## config.mk

```make
export PLATFORM = sky130hd
export DESIGN_NAME = gif_uncompressed_lzw_pixel_packer_top_flat
export DESIGN_NICKNAME = d
export VERILOG_FILES = /design/src/hw/rtl/gulpp_pkg.sv /design/src/hw/rtl/gulpp_if.sv /design/src/hw/rtl/gulpp_queue.sv /design/src/hw/rtl/gulpp_front.sv /design/src/hw/rtl/gulpp_back.sv /design/src/hw/rtl/gif_uncompressed_lzw_pixel_packer_top.sv /design/src/flat_wrapper.sv
export SDC_FILE = /design/constraint.sdc
export NUM_CORES = 2
export LEC_CHECK = 0
export BUFFER_PORTS_ARGS = -buffer_cell sky130_fd_sc_hd__buf_2
export CORE_ASPECT_RATIO = 2
export CORE_MARGIN = 4
export CORE_UTILIZATION = 59
export DETAILED_ROUTE_END_ITERATION = 10
export GPL_TIMING_DRIVEN = 0
export PLACE_DENSITY = 0.74
export RECOVER_POWER = 50
export SYNTH_ARGS = -nofsm -noshare
export SYNTH_HDL_FRONTEND = slang
export SYNTH_SLANG_ARGS = --single-unit
```

## constraint.sdc

```tcl
create_clock -name clock -period 6.7 [get_ports clock]
set_input_delay 1.34 -clock clock [delete_from_list [all_inputs] [get_ports clock]]
set_output_delay 1.34 -clock clock [all_outputs]
set_load 0.02 [all_outputs]
```

## src/hw/rtl/gulpp_pkg.sv

```systemverilog
// Shared types and constants for the GIF LZW pixel packer.
`default_nettype none
package gulpp_pkg;

   // LZW control codes for a 9-bit code size
   localparam logic [8:0] CODE_CLEAR = 9'd256;
   localparam logic [8:0] CODE_END   = 9'd257;

   // configuration register indexes
   localparam logic CSR_IMAGE_WIDTH  = 1'b0;
   localparam logic CSR_IMAGE_HEIGHT = 1'b1;

   // front-to-back queue
   localparam int QUEUE_DEPTH = 4;
   localparam int QUEUE_PTR_W = 2;

   // one pixel's worth of work for the back end
   typedef struct packed {
      logic [7:0]  pix;       // RGB332 literal
      logic        start;     // frame opens: clear code first, reload counters
      logic        clear;     // periodic clear code before the literal
      logic        end_code;  // last pixel: end code, flush, terminator
      logic [32:0] total;     // frame data byte count, valid with start
   } tok_type;

   typedef enum logic [2:0] {
      FR_RUN,
      FR_MUL,
      FR_PREP,
      FR_DIV,
      FR_SUM,
      FR_PUSH
   } front_state_type;

   typedef enum logic [1:0] {
      BK_IDLE,
      BK_LOAD,
      BK_EMIT,
      BK_TERM
   } back_state_type;

endpackage
`default_nettype wire

```

## src/hw/rtl/gulpp_if.sv

```systemverilog
// Valid/ready channel interfaces for pixel requests and byte responses.
`default_nettype none
interface gulpp_req_if;
   logic       valid;
   logic       ready;
   logic [7:0] red;
   logic [7:0] green;
   logic [7:0] blue;
   modport source (output valid, output red, output green, output blue, input ready);
   modport sink   (input valid, input red, input green, input blue, output ready);
endinterface

interface gulpp_rsp_if;
   logic       valid;
   logic       ready;
   logic [7:0] out_byte;
   logic       run_last;
   logic       frame_done;
   modport source (output valid, output out_byte, output run_last, output frame_done,
                   input ready);
   modport sink   (input valid, input out_byte, input run_last, input frame_done,
                   output ready);
endinterface
`default_nettype wire

```

## src/hw/rtl/gulpp_queue.sv

```systemverilog
// Small token queue between the pixel front end and the byte back end.
`default_nettype none
module gulpp_queue (
   input  logic              clock,
   input  logic              reset,
   input  logic              push,
   input  gulpp_pkg::tok_type push_tok,
   output logic              full,
   input  logic              pop,
   output gulpp_pkg::tok_type head_tok,
   output logic              empty
);
   import gulpp_pkg::*;

   tok_type                  mem_ff [QUEUE_DEPTH];
   logic [QUEUE_PTR_W-1:0]   wr_ptr_ff, wr_ptr_in;
   logic [QUEUE_PTR_W-1:0]   rd_ptr_ff, rd_ptr_in;
   logic [QUEUE_PTR_W:0]     count_ff, count_in;

   assign full     = (count_ff == (QUEUE_PTR_W+1)'(QUEUE_DEPTH));
   assign empty    = (count_ff == '0);
   assign head_tok = mem_ff[rd_ptr_ff];

   always_comb begin
      wr_ptr_in = wr_ptr_ff + QUEUE_PTR_W'(push);
      rd_ptr_in = rd_ptr_ff + QUEUE_PTR_W'(pop);
      count_in  = count_ff + (QUEUE_PTR_W+1)'(push) - (QUEUE_PTR_W+1)'(pop);
   end

   always_ff @(posedge clock) begin
      if (reset) begin
         wr_ptr_ff <= '0;
         rd_ptr_ff <= '0;
         count_ff  <= '0;
      end else begin
         wr_ptr_ff <= wr_ptr_in;
         rd_ptr_ff <= rd_ptr_in;
         count_ff  <= count_in;
      end
   end

   always_ff @(posedge clock) begin
      if (push) begin
         mem_ff[wr_ptr_ff] <= push_tok;
      end
   end
endmodule
`default_nettype wire

```

## src/hw/rtl/gulpp_front.sv

```systemverilog
// Front end: takes pixels, quantizes, tracks frame and clear counts, sizes the frame.
`default_nettype none
module gulpp_front #(
   parameter int CLEAR_INTERVAL = 250
) (
   input  logic               clock,
   input  logic               reset,
   gulpp_req_if.sink          req,
   input  logic [15:0]        image_width,
   input  logic [15:0]        image_height,
   output logic               push,
   output gulpp_pkg::tok_type push_tok,
   input  logic               q_full
);
   import gulpp_pkg::*;

   localparam logic [7:0]  CI8 = 8'(CLEAR_INTERVAL);
   // ceil(2^40 / interval): exact floor for any 32-bit dividend and interval below 256
   localparam logic [63:0] RECIP64 = ((64'd1 << 40) + 64'(CLEAR_INTERVAL) - 64'd1) /
                                     64'(CLEAR_INTERVAL);
   localparam logic [47:0] RECIP   = RECIP64[47:0];

   front_state_type state_ff, state_in;
   logic [31:0] pixels_left_ff, pixels_left_in;
   logic [7:0]  lits_ff, lits_in;
   logic [7:0]  pix_ff, pix_in;
   logic [31:0] prod_ff, prod_in;
   logic [31:0] dvd_ff, dvd_in;
   logic [49:0] acc_ff, acc_in;
   logic [1:0]  cnt_ff, cnt_in;
   logic [32:0] codes_ff, codes_in;

   logic        accept;
   logic [7:0]  pix_now;
   logic [15:0] w1, h1;
   logic [15:0] chunk;
   logic [47:0] part48;
   logic [36:0] bits37;
   logic        clr_now, end_now;

   assign accept  = req.valid & req.ready;
   assign pix_now = {req.red[7:5], req.green[7:5], req.blue[7:6]};
   assign clr_now = (lits_ff >= CI8);
   assign end_now = (pixels_left_ff == 32'd1);

   // next state
   always_comb begin
      state_in = state_ff;
      unique case (state_ff)
         FR_RUN:  if (accept && pixels_left_ff == '0) state_in = FR_MUL;
         FR_MUL:  state_in = FR_PREP;
         FR_PREP: state_in = FR_DIV;
         FR_DIV:  if (cnt_ff == 2'd2) state_in = FR_SUM;
         FR_SUM:  state_in = FR_PUSH;
         FR_PUSH: if (!q_full) state_in = FR_RUN;
         default: state_in = FR_RUN;
      endcase
   end

   // handshake and queue write
   always_comb begin
      req.ready = 1'b0;
      push      = 1'b0;
      unique case (state_ff)
         FR_RUN: begin
            req.ready = !q_full;
            push      = accept && (pixels_left_ff != '0);
         end
         FR_PUSH: push = !q_full;
         default: ;
      endcase
   end

   // datapath
   always_comb begin
      pixels_left_in = pixels_left_ff;
      lits_in        = lits_ff;
      pix_in         = pix_ff;
      prod_in        = prod_ff;
      dvd_in         = dvd_ff;
      acc_in         = acc_ff;
      cnt_in         = cnt_ff;
      codes_in       = codes_ff;
      w1             = (image_width  == '0) ? 16'd1 : image_width;
      h1             = (image_height == '0) ? 16'd1 : image_height;
      // reciprocal taken 16 bits per step, low part first
      case (cnt_ff)
         2'd0:    chunk = RECIP[15:0];
         2'd1:    chunk = RECIP[31:16];
         default: chunk = RECIP[47:32];
      endcase
      part48         = {16'b0, dvd_ff} * {32'b0, chunk};
      bits37         = ({4'b0, codes_ff} << 3) + {4'b0, codes_ff} + 37'd7;

      push_tok.pix      = pix_now;
      push_tok.start    = 1'b0;
      push_tok.clear    = clr_now;
      push_tok.end_code = end_now;
      push_tok.total    = '0;

      unique case (state_ff)
         FR_RUN: begin
            if (accept) begin
               if (pixels_left_ff == '0) begin
                  pix_in = pix_now;
               end else begin
                  pixels_left_in = pixels_left_ff - 32'd1;
                  if (end_now)      lits_in = '0;
                  else if (clr_now) lits_in = 8'd1;
                  else              lits_in = lits_ff + 8'd1;
               end
            end
         end
         FR_MUL: prod_in = {16'b0, w1} * {16'b0, h1};
         FR_PREP: begin
            dvd_in = prod_ff - 32'd1;
            acc_in = '0;
            cnt_in = '0;
         end
         FR_DIV: begin
            // low 16 bits of the running sum never carry into the kept part
            acc_in = {16'b0, acc_ff[49:16]} + {2'b0, part48};
            cnt_in = cnt_ff + 2'd1;
         end
         FR_SUM: codes_in = {1'b0, prod_ff} + {1'b0, acc_ff[39:8]} + 33'd2;
         FR_PUSH: begin
            push_tok.pix      = pix_ff;
            push_tok.start    = 1'b1;
            push_tok.clear    = 1'b0;
            push_tok.end_code = (prod_ff == 32'd1);
            push_tok.total    = bits37[35:3];
            if (!q_full) begin
               pixels_left_in = prod_ff - 32'd1;
               lits_in        = (prod_ff == 32'd1) ? 8'd0 : 8'd1;
            end
         end
         default: ;
      endcase
   end

   always_ff @(posedge clock) begin
      if (reset) begin
         state_ff       <= FR_RUN;
         pixels_left_ff <= '0;
         lits_ff        <= '0;
      end else begin
         state_ff       <= state_in;
         pixels_left_ff <= pixels_left_in;
         lits_ff        <= lits_in;
      end
   end

   always_ff @(posedge clock) begin
      pix_ff   <= pix_in;
      prod_ff  <= prod_in;
      dvd_ff   <= dvd_in;
      acc_ff   <= acc_in;
      cnt_ff   <= cnt_in;
      codes_ff <= codes_in;
   end
endmodule
`default_nettype wire

```

## src/hw/rtl/gulpp_back.sv

```systemverilog
// Back end: packs 9-bit codes LSB first into sub-blocked bytes, one code at a time.
`default_nettype none
module gulpp_back #(
   parameter int SUBBLOCK_BYTES = 255
) (
   input  logic               clock,
   input  logic               reset,
   input  gulpp_pkg::tok_type head_tok,
   input  logic               q_empty,
   output logic               pop,
   gulpp_rsp_if.source        rsp
);
   import gulpp_pkg::*;

   localparam int         LIM  = (SUBBLOCK_BYTES < 3) ? 3 : SUBBLOCK_BYTES;
   localparam logic [7:0] LIM8 = 8'(LIM);

   back_state_type state_ff, state_in;
   logic [7:0]  pix_ff, pix_in;
   logic [3:0]  todo_ff, todo_in;    // {end, literal, clear, start} codes still due
   logic        end_ff, end_in;
   logic [15:0] acc_ff, acc_in;
   logic [4:0]  nb_ff, nb_in;
   logic [7:0]  pend_ff, pend_in;
   logic [2:0]  pc_ff, pc_in;
   logic [7:0]  bls_ff, bls_in;
   logic [32:0] dbl_ff, dbl_in;
   logic        vld_ff, vld_in;
   logic [7:0]  byte_ff, byte_in;
   logic        last_ff, last_in;
   logic        done_ff, done_in;

   logic        out_free;
   logic        emit_go;     // EMIT or TERM can place a byte this cycle
   logic        need_len;
   logic        code_done;   // current code's full bytes are out after this one
   logic [4:0]  nb_left;
   logic [8:0]  code9;
   logic [7:0]  len8;
   logic        finish;      // token fully sent this cycle

   assign out_free  = !vld_ff || rsp.ready;
   assign need_len  = (bls_ff == '0);
   assign nb_left   = nb_ff - 5'd8;
   assign code_done = (nb_left < 5'd8);
   assign len8      = (dbl_ff == '0) ? 8'd1 :
                      (dbl_ff < {25'b0, LIM8}) ? dbl_ff[7:0] : LIM8;

   always_comb begin
      if (todo_ff[0] || todo_ff[1]) code9 = CODE_CLEAR;
      else if (todo_ff[2])          code9 = {1'b0, pix_ff};
      else                          code9 = CODE_END;
   end

   // next state
   always_comb begin
      state_in = state_ff;
      finish   = 1'b0;
      unique case (state_ff)
         BK_IDLE: if (!q_empty) state_in = BK_LOAD;
         BK_LOAD: state_in = BK_EMIT;
         BK_EMIT: begin
            if (out_free && !need_len && code_done) begin
               if (todo_ff != '0)            state_in = BK_LOAD;
               else if (end_ff) begin
                  if (nb_left == '0)         state_in = BK_TERM;
               end else                      finish   = 1'b1;
            end
         end
         BK_TERM: if (out_free) finish = 1'b1;
         default: state_in = BK_IDLE;
      endcase
      if (finish) state_in = q_empty ? BK_IDLE : BK_LOAD;
   end

   // queue pop and output byte; a waiting byte holds until taken
   always_comb begin
      emit_go = 1'b0;
      byte_in = byte_ff;
      last_in = last_ff;
      done_in = done_ff;
      unique case (state_ff)
         BK_EMIT: begin
            emit_go = out_free;
            if (out_free) begin
               byte_in = need_len ? len8 : acc_ff[7:0];
               last_in = !need_len && code_done && (todo_ff == '0) && !end_ff;
               done_in = 1'b0;
            end
         end
         BK_TERM: begin
            emit_go = out_free;
            if (out_free) begin
               byte_in = 8'h00;
               last_in = 1'b1;
               done_in = 1'b1;
            end
         end
         default: ;
      endcase
      pop = (state_ff == BK_IDLE && !q_empty) || (finish && !q_empty);
      if (emit_go)      vld_in = 1'b1;
      else if (out_free) vld_in = 1'b0;
      else              vld_in = vld_ff;
   end

   // packing datapath
   always_comb begin
      pix_in  = pix_ff;
      todo_in = todo_ff;
      end_in  = end_ff;
      acc_in  = acc_ff;
      nb_in   = nb_ff;
      pend_in = pend_ff;
      pc_in   = pc_ff;
      bls_in  = bls_ff;
      dbl_in  = dbl_ff;
      unique case (state_ff)
         BK_LOAD: begin
            acc_in = {8'b0, pend_ff} | (16'(code9) << pc_ff);
            nb_in  = 5'(pc_ff) + 5'd9;
            if (todo_ff[0])      todo_in[0] = 1'b0;
            else if (todo_ff[1]) todo_in[1] = 1'b0;
            else if (todo_ff[2]) todo_in[2] = 1'b0;
            else                 todo_in[3] = 1'b0;
         end
         BK_EMIT: begin
            if (out_free) begin
               if (need_len) begin
                  bls_in = len8;
               end else begin
                  bls_in = bls_ff - 8'd1;
                  if (dbl_ff != '0) dbl_in = dbl_ff - 33'd1;
                  acc_in = {8'b0, acc_ff[15:8]};
                  nb_in  = nb_left;
                  if (code_done) begin
                     pend_in = acc_ff[15:8];
                     pc_in   = nb_left[2:0];
                     // last code of the frame: flush leftover bits as one byte
                     if (todo_ff == '0 && end_ff && nb_left != '0) nb_in = 5'd8;
                  end
               end
            end
         end
         BK_TERM: begin
            if (out_free) begin
               bls_in  = '0;
               dbl_in  = '0;
               pend_in = '0;
               pc_in   = '0;
            end
         end
         default: ;
      endcase
      if (pop) begin
         pix_in  = head_tok.pix;
         todo_in = {head_tok.end_code, 1'b1, head_tok.clear, head_tok.start};
         end_in  = head_tok.end_code;
         if (head_tok.start) begin
            dbl_in  = head_tok.total;
            pend_in = '0;
            pc_in   = '0;
            bls_in  = '0;
         end
      end
   end

   always_ff @(posedge clock) begin
      if (reset) begin
         state_ff <= BK_IDLE;
         vld_ff   <= 1'b0;
         pend_ff  <= '0;
         pc_ff    <= '0;
         bls_ff   <= '0;
         dbl_ff   <= '0;
      end else begin
         state_ff <= state_in;
         vld_ff   <= vld_in;
         pend_ff  <= pend_in;
         pc_ff    <= pc_in;
         bls_ff   <= bls_in;
         dbl_ff   <= dbl_in;
      end
   end

   always_ff @(posedge clock) begin
      pix_ff  <= pix_in;
      todo_ff <= todo_in;
      end_ff  <= end_in;
      acc_ff  <= acc_in;
      nb_ff   <= nb_in;
      byte_ff <= byte_in;
      last_ff <= last_in;
      done_ff <= done_in;
   end

   assign rsp.valid      = vld_ff;
   assign rsp.out_byte   = byte_ff;
   assign rsp.run_last   = last_ff;
   assign rsp.frame_done = done_ff;
endmodule
`default_nettype wire

```

## src/hw/rtl/gif_uncompressed_lzw_pixel_packer_top.sv

```systemverilog
// Top level of the GIF 9-bit uncompressed LZW pixel packer.
`default_nettype none
//
//  channel   dir  beat                                  handshake
//  req_chan  in   red, green, blue (8b each)            valid/ready
//  rsp_chan  out  out_byte (8b), run_last, frame_done   valid/ready
//  csr_*     in   index (1b), wdata (16b)               csr_wr_en, no wait
//
//  A pixel inside a frame is accepted while the queue has room, so the front
//  takes pixels while the back end packs earlier ones. The back end loads
//  each code and then emits its stream bytes (1-2 per code, plus sub-block
//  length bytes); a held output byte stalls the back end. The first pixel of
//  a frame holds req ready low while the front end works: a multiply, three
//  reciprocal-multiply steps by the clear interval, a sum and the queue write
//  size the frame's byte count. Reset is synchronous and empties the queue and
//  output register. Either side may stall; the 4-beat queue and the output
//  register let the front keep accepting while a byte waits.
//
module gif_uncompressed_lzw_pixel_packer_top #(
   parameter int SUBBLOCK_BYTES = 255,
   parameter int CLEAR_INTERVAL = 250
) (
   input  logic        clock,
   input  logic        reset,
   gulpp_req_if.sink   req_chan,
   gulpp_rsp_if.source rsp_chan,
   input  logic        csr_wr_en,
   input  logic        csr_index,
   input  logic [15:0] csr_wdata
);
   import gulpp_pkg::*;

   logic [15:0] width_ff, width_in;
   logic [15:0] height_ff, height_in;

   logic    push, pop, q_full, q_empty;
   tok_type push_tok, head_tok;

   // frame size registers; the front samples them at frame start
   always_comb begin
      width_in  = width_ff;
      height_in = height_ff;
      if (csr_wr_en) begin
         unique case (csr_index)
            CSR_IMAGE_WIDTH:  width_in  = csr_wdata;
            CSR_IMAGE_HEIGHT: height_in = csr_wdata;
            default: ;
         endcase
      end
   end

   always_ff @(posedge clock) begin
      if (reset) begin
         width_ff  <= 16'd1;
         height_ff <= 16'd1;
      end else begin
         width_ff  <= width_in;
         height_ff <= height_in;
      end
   end

   gulpp_front #(
      .CLEAR_INTERVAL (CLEAR_INTERVAL)
   ) u_front (
      .clock        (clock),
      .reset        (reset),
      .req          (req_chan),
      .image_width  (width_ff),
      .image_height (height_ff),
      .push         (push),
      .push_tok     (push_tok),
      .q_full       (q_full)
   );

   gulpp_queue u_queue (
      .clock    (clock),
      .reset    (reset),
      .push     (push),
      .push_tok (push_tok),
      .full     (q_full),
      .pop      (pop),
      .head_tok (head_tok),
      .empty    (q_empty)
   );

   gulpp_back #(
      .SUBBLOCK_BYTES (SUBBLOCK_BYTES)
   ) u_back (
      .clock    (clock),
      .reset    (reset),
      .head_tok (head_tok),
      .q_empty  (q_empty),
      .pop      (pop),
      .rsp      (rsp_chan)
   );
endmodule
`default_nettype wire

```

## src/flat_wrapper.sv

```systemverilog
// flat-port wrapper written by rule: the top's interface ports become plain ports
module gif_uncompressed_lzw_pixel_packer_top_flat import gulpp_pkg::*;
#(
   parameter int SUBBLOCK_BYTES = 255,
   parameter int CLEAR_INTERVAL = 250
)
  (clock, reset, csr_wr_en, csr_index, csr_wdata, req_chan_valid, req_chan_red, req_chan_green, req_chan_blue, req_chan_ready, rsp_chan_valid, rsp_chan_out_byte, rsp_chan_run_last, rsp_chan_frame_done, rsp_chan_ready);
  gulpp_req_if req_chan_i ();
  gulpp_rsp_if rsp_chan_i ();
  input  logic clock;
  input  logic reset;
  input  logic csr_wr_en;
  input  logic csr_index;
  input  logic [15:0] csr_wdata;
  input wire logic [$bits(req_chan_i.valid)-1:0] req_chan_valid;
  input wire logic [$bits(req_chan_i.red)-1:0] req_chan_red;
  input wire logic [$bits(req_chan_i.green)-1:0] req_chan_green;
  input wire logic [$bits(req_chan_i.blue)-1:0] req_chan_blue;
  output wire logic [$bits(req_chan_i.ready)-1:0] req_chan_ready;
  output wire logic [$bits(rsp_chan_i.valid)-1:0] rsp_chan_valid;
  output wire logic [$bits(rsp_chan_i.out_byte)-1:0] rsp_chan_out_byte;
  output wire logic [$bits(rsp_chan_i.run_last)-1:0] rsp_chan_run_last;
  output wire logic [$bits(rsp_chan_i.frame_done)-1:0] rsp_chan_frame_done;
  input wire logic [$bits(rsp_chan_i.ready)-1:0] rsp_chan_ready;
  assign req_chan_i.valid = req_chan_valid;
  assign req_chan_i.red = req_chan_red;
  assign req_chan_i.green = req_chan_green;
  assign req_chan_i.blue = req_chan_blue;
  assign req_chan_ready = req_chan_i.ready;
  assign rsp_chan_valid = rsp_chan_i.valid;
  assign rsp_chan_out_byte = rsp_chan_i.out_byte;
  assign rsp_chan_run_last = rsp_chan_i.run_last;
  assign rsp_chan_frame_done = rsp_chan_i.frame_done;
  assign rsp_chan_i.ready = rsp_chan_ready;
  gif_uncompressed_lzw_pixel_packer_top #(.SUBBLOCK_BYTES(SUBBLOCK_BYTES), .CLEAR_INTERVAL(CLEAR_INTERVAL)) u_core (.clock(clock), .reset(reset), .req_chan(req_chan_i), .rsp_chan(rsp_chan_i), .csr_wr_en(csr_wr_en), .csr_index(csr_index), .csr_wdata(csr_wdata));
endmodule
```

# After elaboration in Yosys (flattened, before gate mapping)
# Memory sizes are Yosys's and may differ from the RTL's. A register that Yosys moved wholly into a read port is not among the register bits.
# Index checks and enable logic that the tools add are counted.
# word_totals
ff_bits	338
elab_cells	235
inputBits	46
n_memories	1
out_inout_bits	12
mem_bits_rw	176
# op_classes
n_mul	2
add_sub_neg	17
reduce_logical	53
n_shift	1
order_cmp	3
n_mux	94
n_eq_ne	28
bitwise_logic	5
# memory_table
name	depth	word_bits	rd	rd_ports_with_merged_regs	write_ports	line	text
u_core.u_queue.mem_ff	4	44	1	1	1	gulpp_queue.sv:15	tok_type mem_ff [QUEUE_DEPTH];
# op_table
op	n
$mux W33	6
$mux W8	21
$pmux W50 S2	1
$mux W32	3
$pmux W33 S2	1
$eq A32 B1 Y1 const B	2
$mux W16	4
$pmux W16 S2	2
$pmux W32 S2	1
$pmux W8 S2	4
$sub A32 B1 Y32 const B	2
$add A34 B48 Y49	1
$mul A32 B16 Y48	1
$mux W44	1
$add A36 B3 Y36 const B	1
$add A36 B33 Y36	1
$add A32 B32 Y33	1
$add A33 B2 Y33 const B	1
$logic_not A33 Y1	1
$lt A33 B8 Y1 const B	1
$reduce_bool A33 Y1	1
$sub A33 B1 Y33 const B	1
$logic_not A16 Y1	2
$logic_not A32 Y1	1
53 further kinds	142

# Depth between registers and ports, before layout
# depth
depth_word	10
ltp_mapped	28
depth_no_buf	27

# Hierarchy
# Synthesis repeated with hierarchy kept, for this count alone.
# unflattened
cells_unflattened	4560
hier_area_um2	46379.5
# modules_own_cells
mod	seq_area_each_um2	n_inst	cells_per_inst	area_per_inst_um2
gulpp_front	5305.1	1	3536	32730.1
gulpp_queue	5425.2	1	263	6751.5
gulpp_back	2412.3	1	636	5544.1
gif_uncompressed_lzw_pixel_packer_top	640.6	1	125	1353.8

# Worst setup path before layout
# No wires, ideal clock.
# synth_path
path_type	reg-to-reg
from	reg u_core.u_front.cnt_ff[0]
to	reg u_core.u_front.acc_ff[47], data pin
setup_time_ns	0.270
period_less_slack_ns	6.551
slack_ns	0.149
required_time_ns	6.430
path_stages_with_launch	24
t_arrival_ns	6.281
n_path_buf	2
cell_sequence	edfxtp_1 > inv_1 > ha_1 > or2_2 > clkbuf_1 > and2_1 > fa_1 > inv_1 > fa_1 > fa_1 > fa_1 > fa_1 > inv_1 > fa_1 > ha_1 > clkbuf_1 > and3_1 > nand3_1 > o32a_1 > a211o_1 > a21oi_1 > o21a_1 > o21a_1 > nor3_1
# synth_between
elab_chain_cells	5
word_cells_on_any_way	6
classes_between	add/sub: 1; mul: 1; eq/ne: 1; mux: 2; reduce/logical: 1
# synth_lines
item	line	text
start, declared	gulpp_front.sv:30	logic [1:0] cnt_ff, cnt_in;
start signal, assigned	gulpp_front.sv:158	cnt_ff <= cnt_in;
$eq A2 B1 Y1 or $logic_not A2 Y1 (tied branches)	gulpp_front.sv:87	case (cnt_ff)
$pmux W16 S2 *	gulpp_front.sv:87	
$mul A32 B16 Y48 *	gulpp_front.sv:92	part48 = {16'b0, dvd_ff} * {32'b0, chunk};
$add A34 B48 Y49 *	gulpp_front.sv:122	acc_in = {16'b0, acc_ff[49:16]} + {2'b0, part48};
$pmux W50 S2 *	gulpp_front.sv:101	unique case (state_ff)
end signal, assigned	gulpp_front.sv:157	acc_ff <= acc_in;
end, declared	gulpp_front.sv:29	logic [49:0] acc_ff, acc_in;
# Every way passes the cells marked *; elsewhere a longest branch is shown, timed or not. The select of a mux whose other input is x is not followed.
# A chain may end at the register's enable or synchronous reset.

# Final worst setup path
# layout_path
from	reg u_core.u_front.cnt_ff[0]
to	reg u_core.u_front.acc_ff[44], data pin
# The elaborated chain is that of the path after synthesis.

==> results.sh <==
export IMPL_grt_pass1_wl_um=207000
export IMPL_synth_edff_count=367
export IMPL_syn_instance_count=4559
export IMPL_max_stage_delay_ns=0.54
export IMPL_synth_top_family_by_area="adder cells"
export IMPL_muxShareOfSynthArea_pct=2.63
export IMPL_worst_path_buf_inv=4
export IMPL_grt_pass1_vias=36700
export IMPL_cts_tree="done"
export IMPL_numCtsBuffers=47
export IMPL_violations="capacitance limit, slew limit, setup timing"
export IMPL_path_class="reg2reg"
export IMPL_synthAdderAreaFrac_pct=33.8
export IMPL_synth_compound_area_share_pct=8.84
export IMPL_grt_util_all_layers_pct=33.5
export IMPL_clockRootBuffer="clkbuf_16"
export IMPL_place_congestion=1.00
export IMPL_period_minus_slack_ns=7.02
export IMPL_clock_latency_ns=0.66
export IMPL_chipHeight_um=402
export IMPL_synth_ff_type="edfxtp_1"
export IMPL_synth_top_area_cell="edfxtp_1"
export IMPL_cpLargestDelayFamily="adder cells"
export IMPL_yosys_register_bits=505
export IMPL_final_cell_mix="820 x inv_1, 471 x fa_1, 437 x nand2_1, 432 x ha_1, 367 x edfxtp_1"
export IMPL_start_util_pct=59.5
export IMPL_layout_drive_gt1_share_pct=10.2
export IMPL_synth_area_sq_mm=0.0458
export IMPL_first_iter_violations=2127
export IMPL_finalCritPeriodShare_pct=105
export IMPL_die_w_um=205
export IMPL_slew_headroom_pct=-31.0
export IMPL_clock_sinks=505
export IMPL_synthArstFlopShare_pct=0
export IMPL_htreeDepth=2
export IMPL_cp_arrival_ns=7.38
export IMPL_design_area_sq_mm=0.0506
export IMPL_routedWlPerCell_um=23.4
export IMPL_hold_path_class="reg2reg"
export IMPL_yosysSeqAreaShare_pct=30.1
export IMPL_drtAntennaViolNets=0
export IMPL_hold_slack_ns=0.483
export IMPL_yosysTopAreaCellShare_pct=24.1
export IMPL_hold_viol=0
export IMPL_cp_cell_sequence="inv_2 -> buf_4 -> ha_4 -> or2_4 -> clkbuf_16 -> nand2_2 -> fa_1 -> fa_1 -> inv_1 -> fa_1 -> fa_1 -> fa_1 -> fa_2 -> ha_4 -> nand2_4 -> o211ai_1 -> a22oi_2 -> a211o_1 -> a211o_1 -> nand3b_1 -> a311oi_2 -> xor2_1 -> nor2_1"
export IMPL_grt_max_degree=35
export IMPL_syn_area_per_cell_sq_um=10.0
export IMPL_fin_nets=5735
export IMPL_clock_fmax_ghz=0.142
export IMPL_synth_xor_area_share_pct=3.31
export IMPL_status="complete, but fails checks"
export IMPL_ys_warn_count=0
export IMPL_core_area_sq_mm=0.0769
export IMPL_critPathLaunchType="register"
export IMPL_skew_ns=0.0395
export IMPL_synth_simple_gate_area_share_pct=13.2
export IMPL_overflow=0
export IMPL_path_clk_slew_ns=0.07
export IMPL_worstMarginPinSlew_ns=1.97
export IMPL_setup_tns_ns=-2.84
export IMPL_clockBufferDepth=3
export IMPL_setup_ws_ns=-0.318
export IMPL_crit_top_cell="fa_1"
export IMPL_layout_commonest_cell="inv_1"
export IMPL_drt_pass1_iterations=6
export IMPL_cp_slowest_cell="fa_1"
export IMPL_placed_cell_area_sq_mm=0.0476
export IMPL_worstPathRequired_ns=7.06
export IMPL_num_rows=144
export IMPL_routed_wl_um=136000
export IMPL_die_area_sq_mm=0.0824
export IMPL_maxSlewViolCount=58
export IMPL_vias_per_cell=5.85
export IMPL_ys_types=83
export IMPL_synth_area_leaders="edfxtp_1 24%, fa_1 21%, ha_1 13%"
export IMPL_max_cap_violations=3
export IMPL_path_max_fanout=7
export IMPL_endpoint_kind="register"
export IMPL_dp_hpwl_um=109000
export IMPL_route_detailed_drc=0
export IMPL_ioPinCount=58
export IMPL_antenna_found_initial=8
export IMPL_vias=34000
export IMPL_syn_num_nets=5549
export IMPL_setup_viol=18
export IMPL_rsz0062_at_grt="true"
export IMPL_io_buffers=41
export IMPL_syn2layout_area_growth_pct=10.6
## registers in the layout, summed over array words and instances (netlist names), 16 cells and up
signal	cells
u_core.u_front.dvd_ff	32
u_core.u_back.dbl_ff	33
u_core.u_back.acc_ff	16
u_core.u_front.codes_ff	33
u_core.u_front.acc_ff	41
u_core.u_front.prod_ff	32
u_core.height_ff	16
u_core.width_ff	16
u_core.u_front.pixels_left_ff	32
u_core.u_queue.mem_ff	176
## worst register-to-register path, cell delays in order, from the launching register on
cell       delay [ns]
edfxtp_1         0.46
inv_2            0.10
buf_4            0.11
ha_4             0.21
or2_4            0.25
clkbuf_16        0.21
nand2_2          0.09
fa_1             0.52
fa_1             0.54
inv_1            0.05
fa_1             0.52
fa_1             0.48
fa_1             0.54
fa_2             0.49
ha_4             0.35
nand2_4          0.07
o211ai_1         0.31
a22oi_2          0.17
a211o_1          0.33
a211o_1          0.38
nand3b_1         0.21
a311oi_2         0.13
xor2_1           0.17
nor2_1           0.06
## final timing paths
| path | startpoint | endpoint | slack, ns | cells after the start |
|---|---|---|---|---|
| max reg2reg | u_core.u_front.cnt_ff[0]$_SDFFCE_PP0P_ | u_core.u_front.acc_ff[44]$_SDFFCE_PP0P_ | -0.32 | 23 |
| min | u_core.height_ff[0]$_SDFFE_PP1P_ | u_core.height_ff[0]$_SDFFE_PP1P_ | 0.48 | 2 |
| min reg2reg | u_core.height_ff[0]$_SDFFE_PP1P_ | u_core.height_ff[0]$_SDFFE_PP1P_ | 0.48 | 2 |
| max | u_core.u_front.cnt_ff[0]$_SDFFCE_PP0P_ | u_core.u_front.acc_ff[44]$_SDFFCE_PP0P_ | -0.32 | 23 |
## cells by family (layout without fill, tap and decap cells)
group,after synthesis,in the layout
buffers and inverters,988,1213
AND/OR/NAND/NOR,1267,1267
multiplexers,65,65
flip-flops,505,505
AO/OA/AOI/OAI,617,617
XOR/XNOR,173,173
other,0,4
adder cells (fa/ha/maj),944,944
## through the flow
stage          worst slack (ns)  cells  utilization [%]
2_1_floorplan             0.149   4559                -
5_1_grt                  -0.468   5806             65.8
6_report                 -0.318   5810             65.8
3_3_place_gp              -1.70   5622             61.5
3_5_place_dp              -1.37   5641             61.9
4_1_cts                  -0.147   5797             65.5
## cell type report
type / count / area [sq um]
multi-input combinational: 3066 / 29000
clock inverter: 31 / 303
inverter: 829 / 3110
buffer: 141 / 698
clock buffer: 57 / 1280
timing repair buffer: 155 / 1140
sequential: 505 / 13800
fill: 6071 / 26300
tap: 1022 / 1280
antenna: 4 / 10.0
## synth_stat cells, types with 11 or more instances
master / n
a211oi_1: 46
a21o_1: 62
a21oi_1: 197
a221oi_1: 19
a22oi_1: 20
a31oi_1: 15
and2_1: 177
and3_1: 15
clkbuf_1: 136
dfxtp_1: 138
edfxtp_1: 367
fa_1: 486
ha_1: 458
inv_1: 826
mux2_2: 13
mux4_2: 43
nand2_1: 449
nand2b_1: 23
nand3_1: 36
nand4_1: 19
nor2_1: 293
nor2b_1: 39
nor3_1: 97
nor4_1: 35
o211ai_1: 17
o21a_1: 23
o21ai_0: 105
o21bai_1: 20
or2_2: 11
or3_1: 17
or4_1: 12
xnor2_1: 93
xor2_1: 80
## routing by layer
metal  part of all wire [%]  vias to the layer above  track usage (%)
met5                  0.040                        -                0
met4                     13                        8             31.6
met3                    5.5                      644             6.80
met2                     52                     1268             60.7
met1                     29                    16600             29.9
li1                       -                    15400                -
## repair_timing
item | in CTS | in global routing
setup buffers | 81 | 17
gates resized for setup | 166 | 100
hold buffers | 0 | 0
setup endpoints to repair | 55 | 39
cloned | 1 | 1
pin swaps | 46 | 36
Power is left out: the tool's default activity adds up to more than one toggle a clock period on the data nets, which glitch-free logic cannot reach.
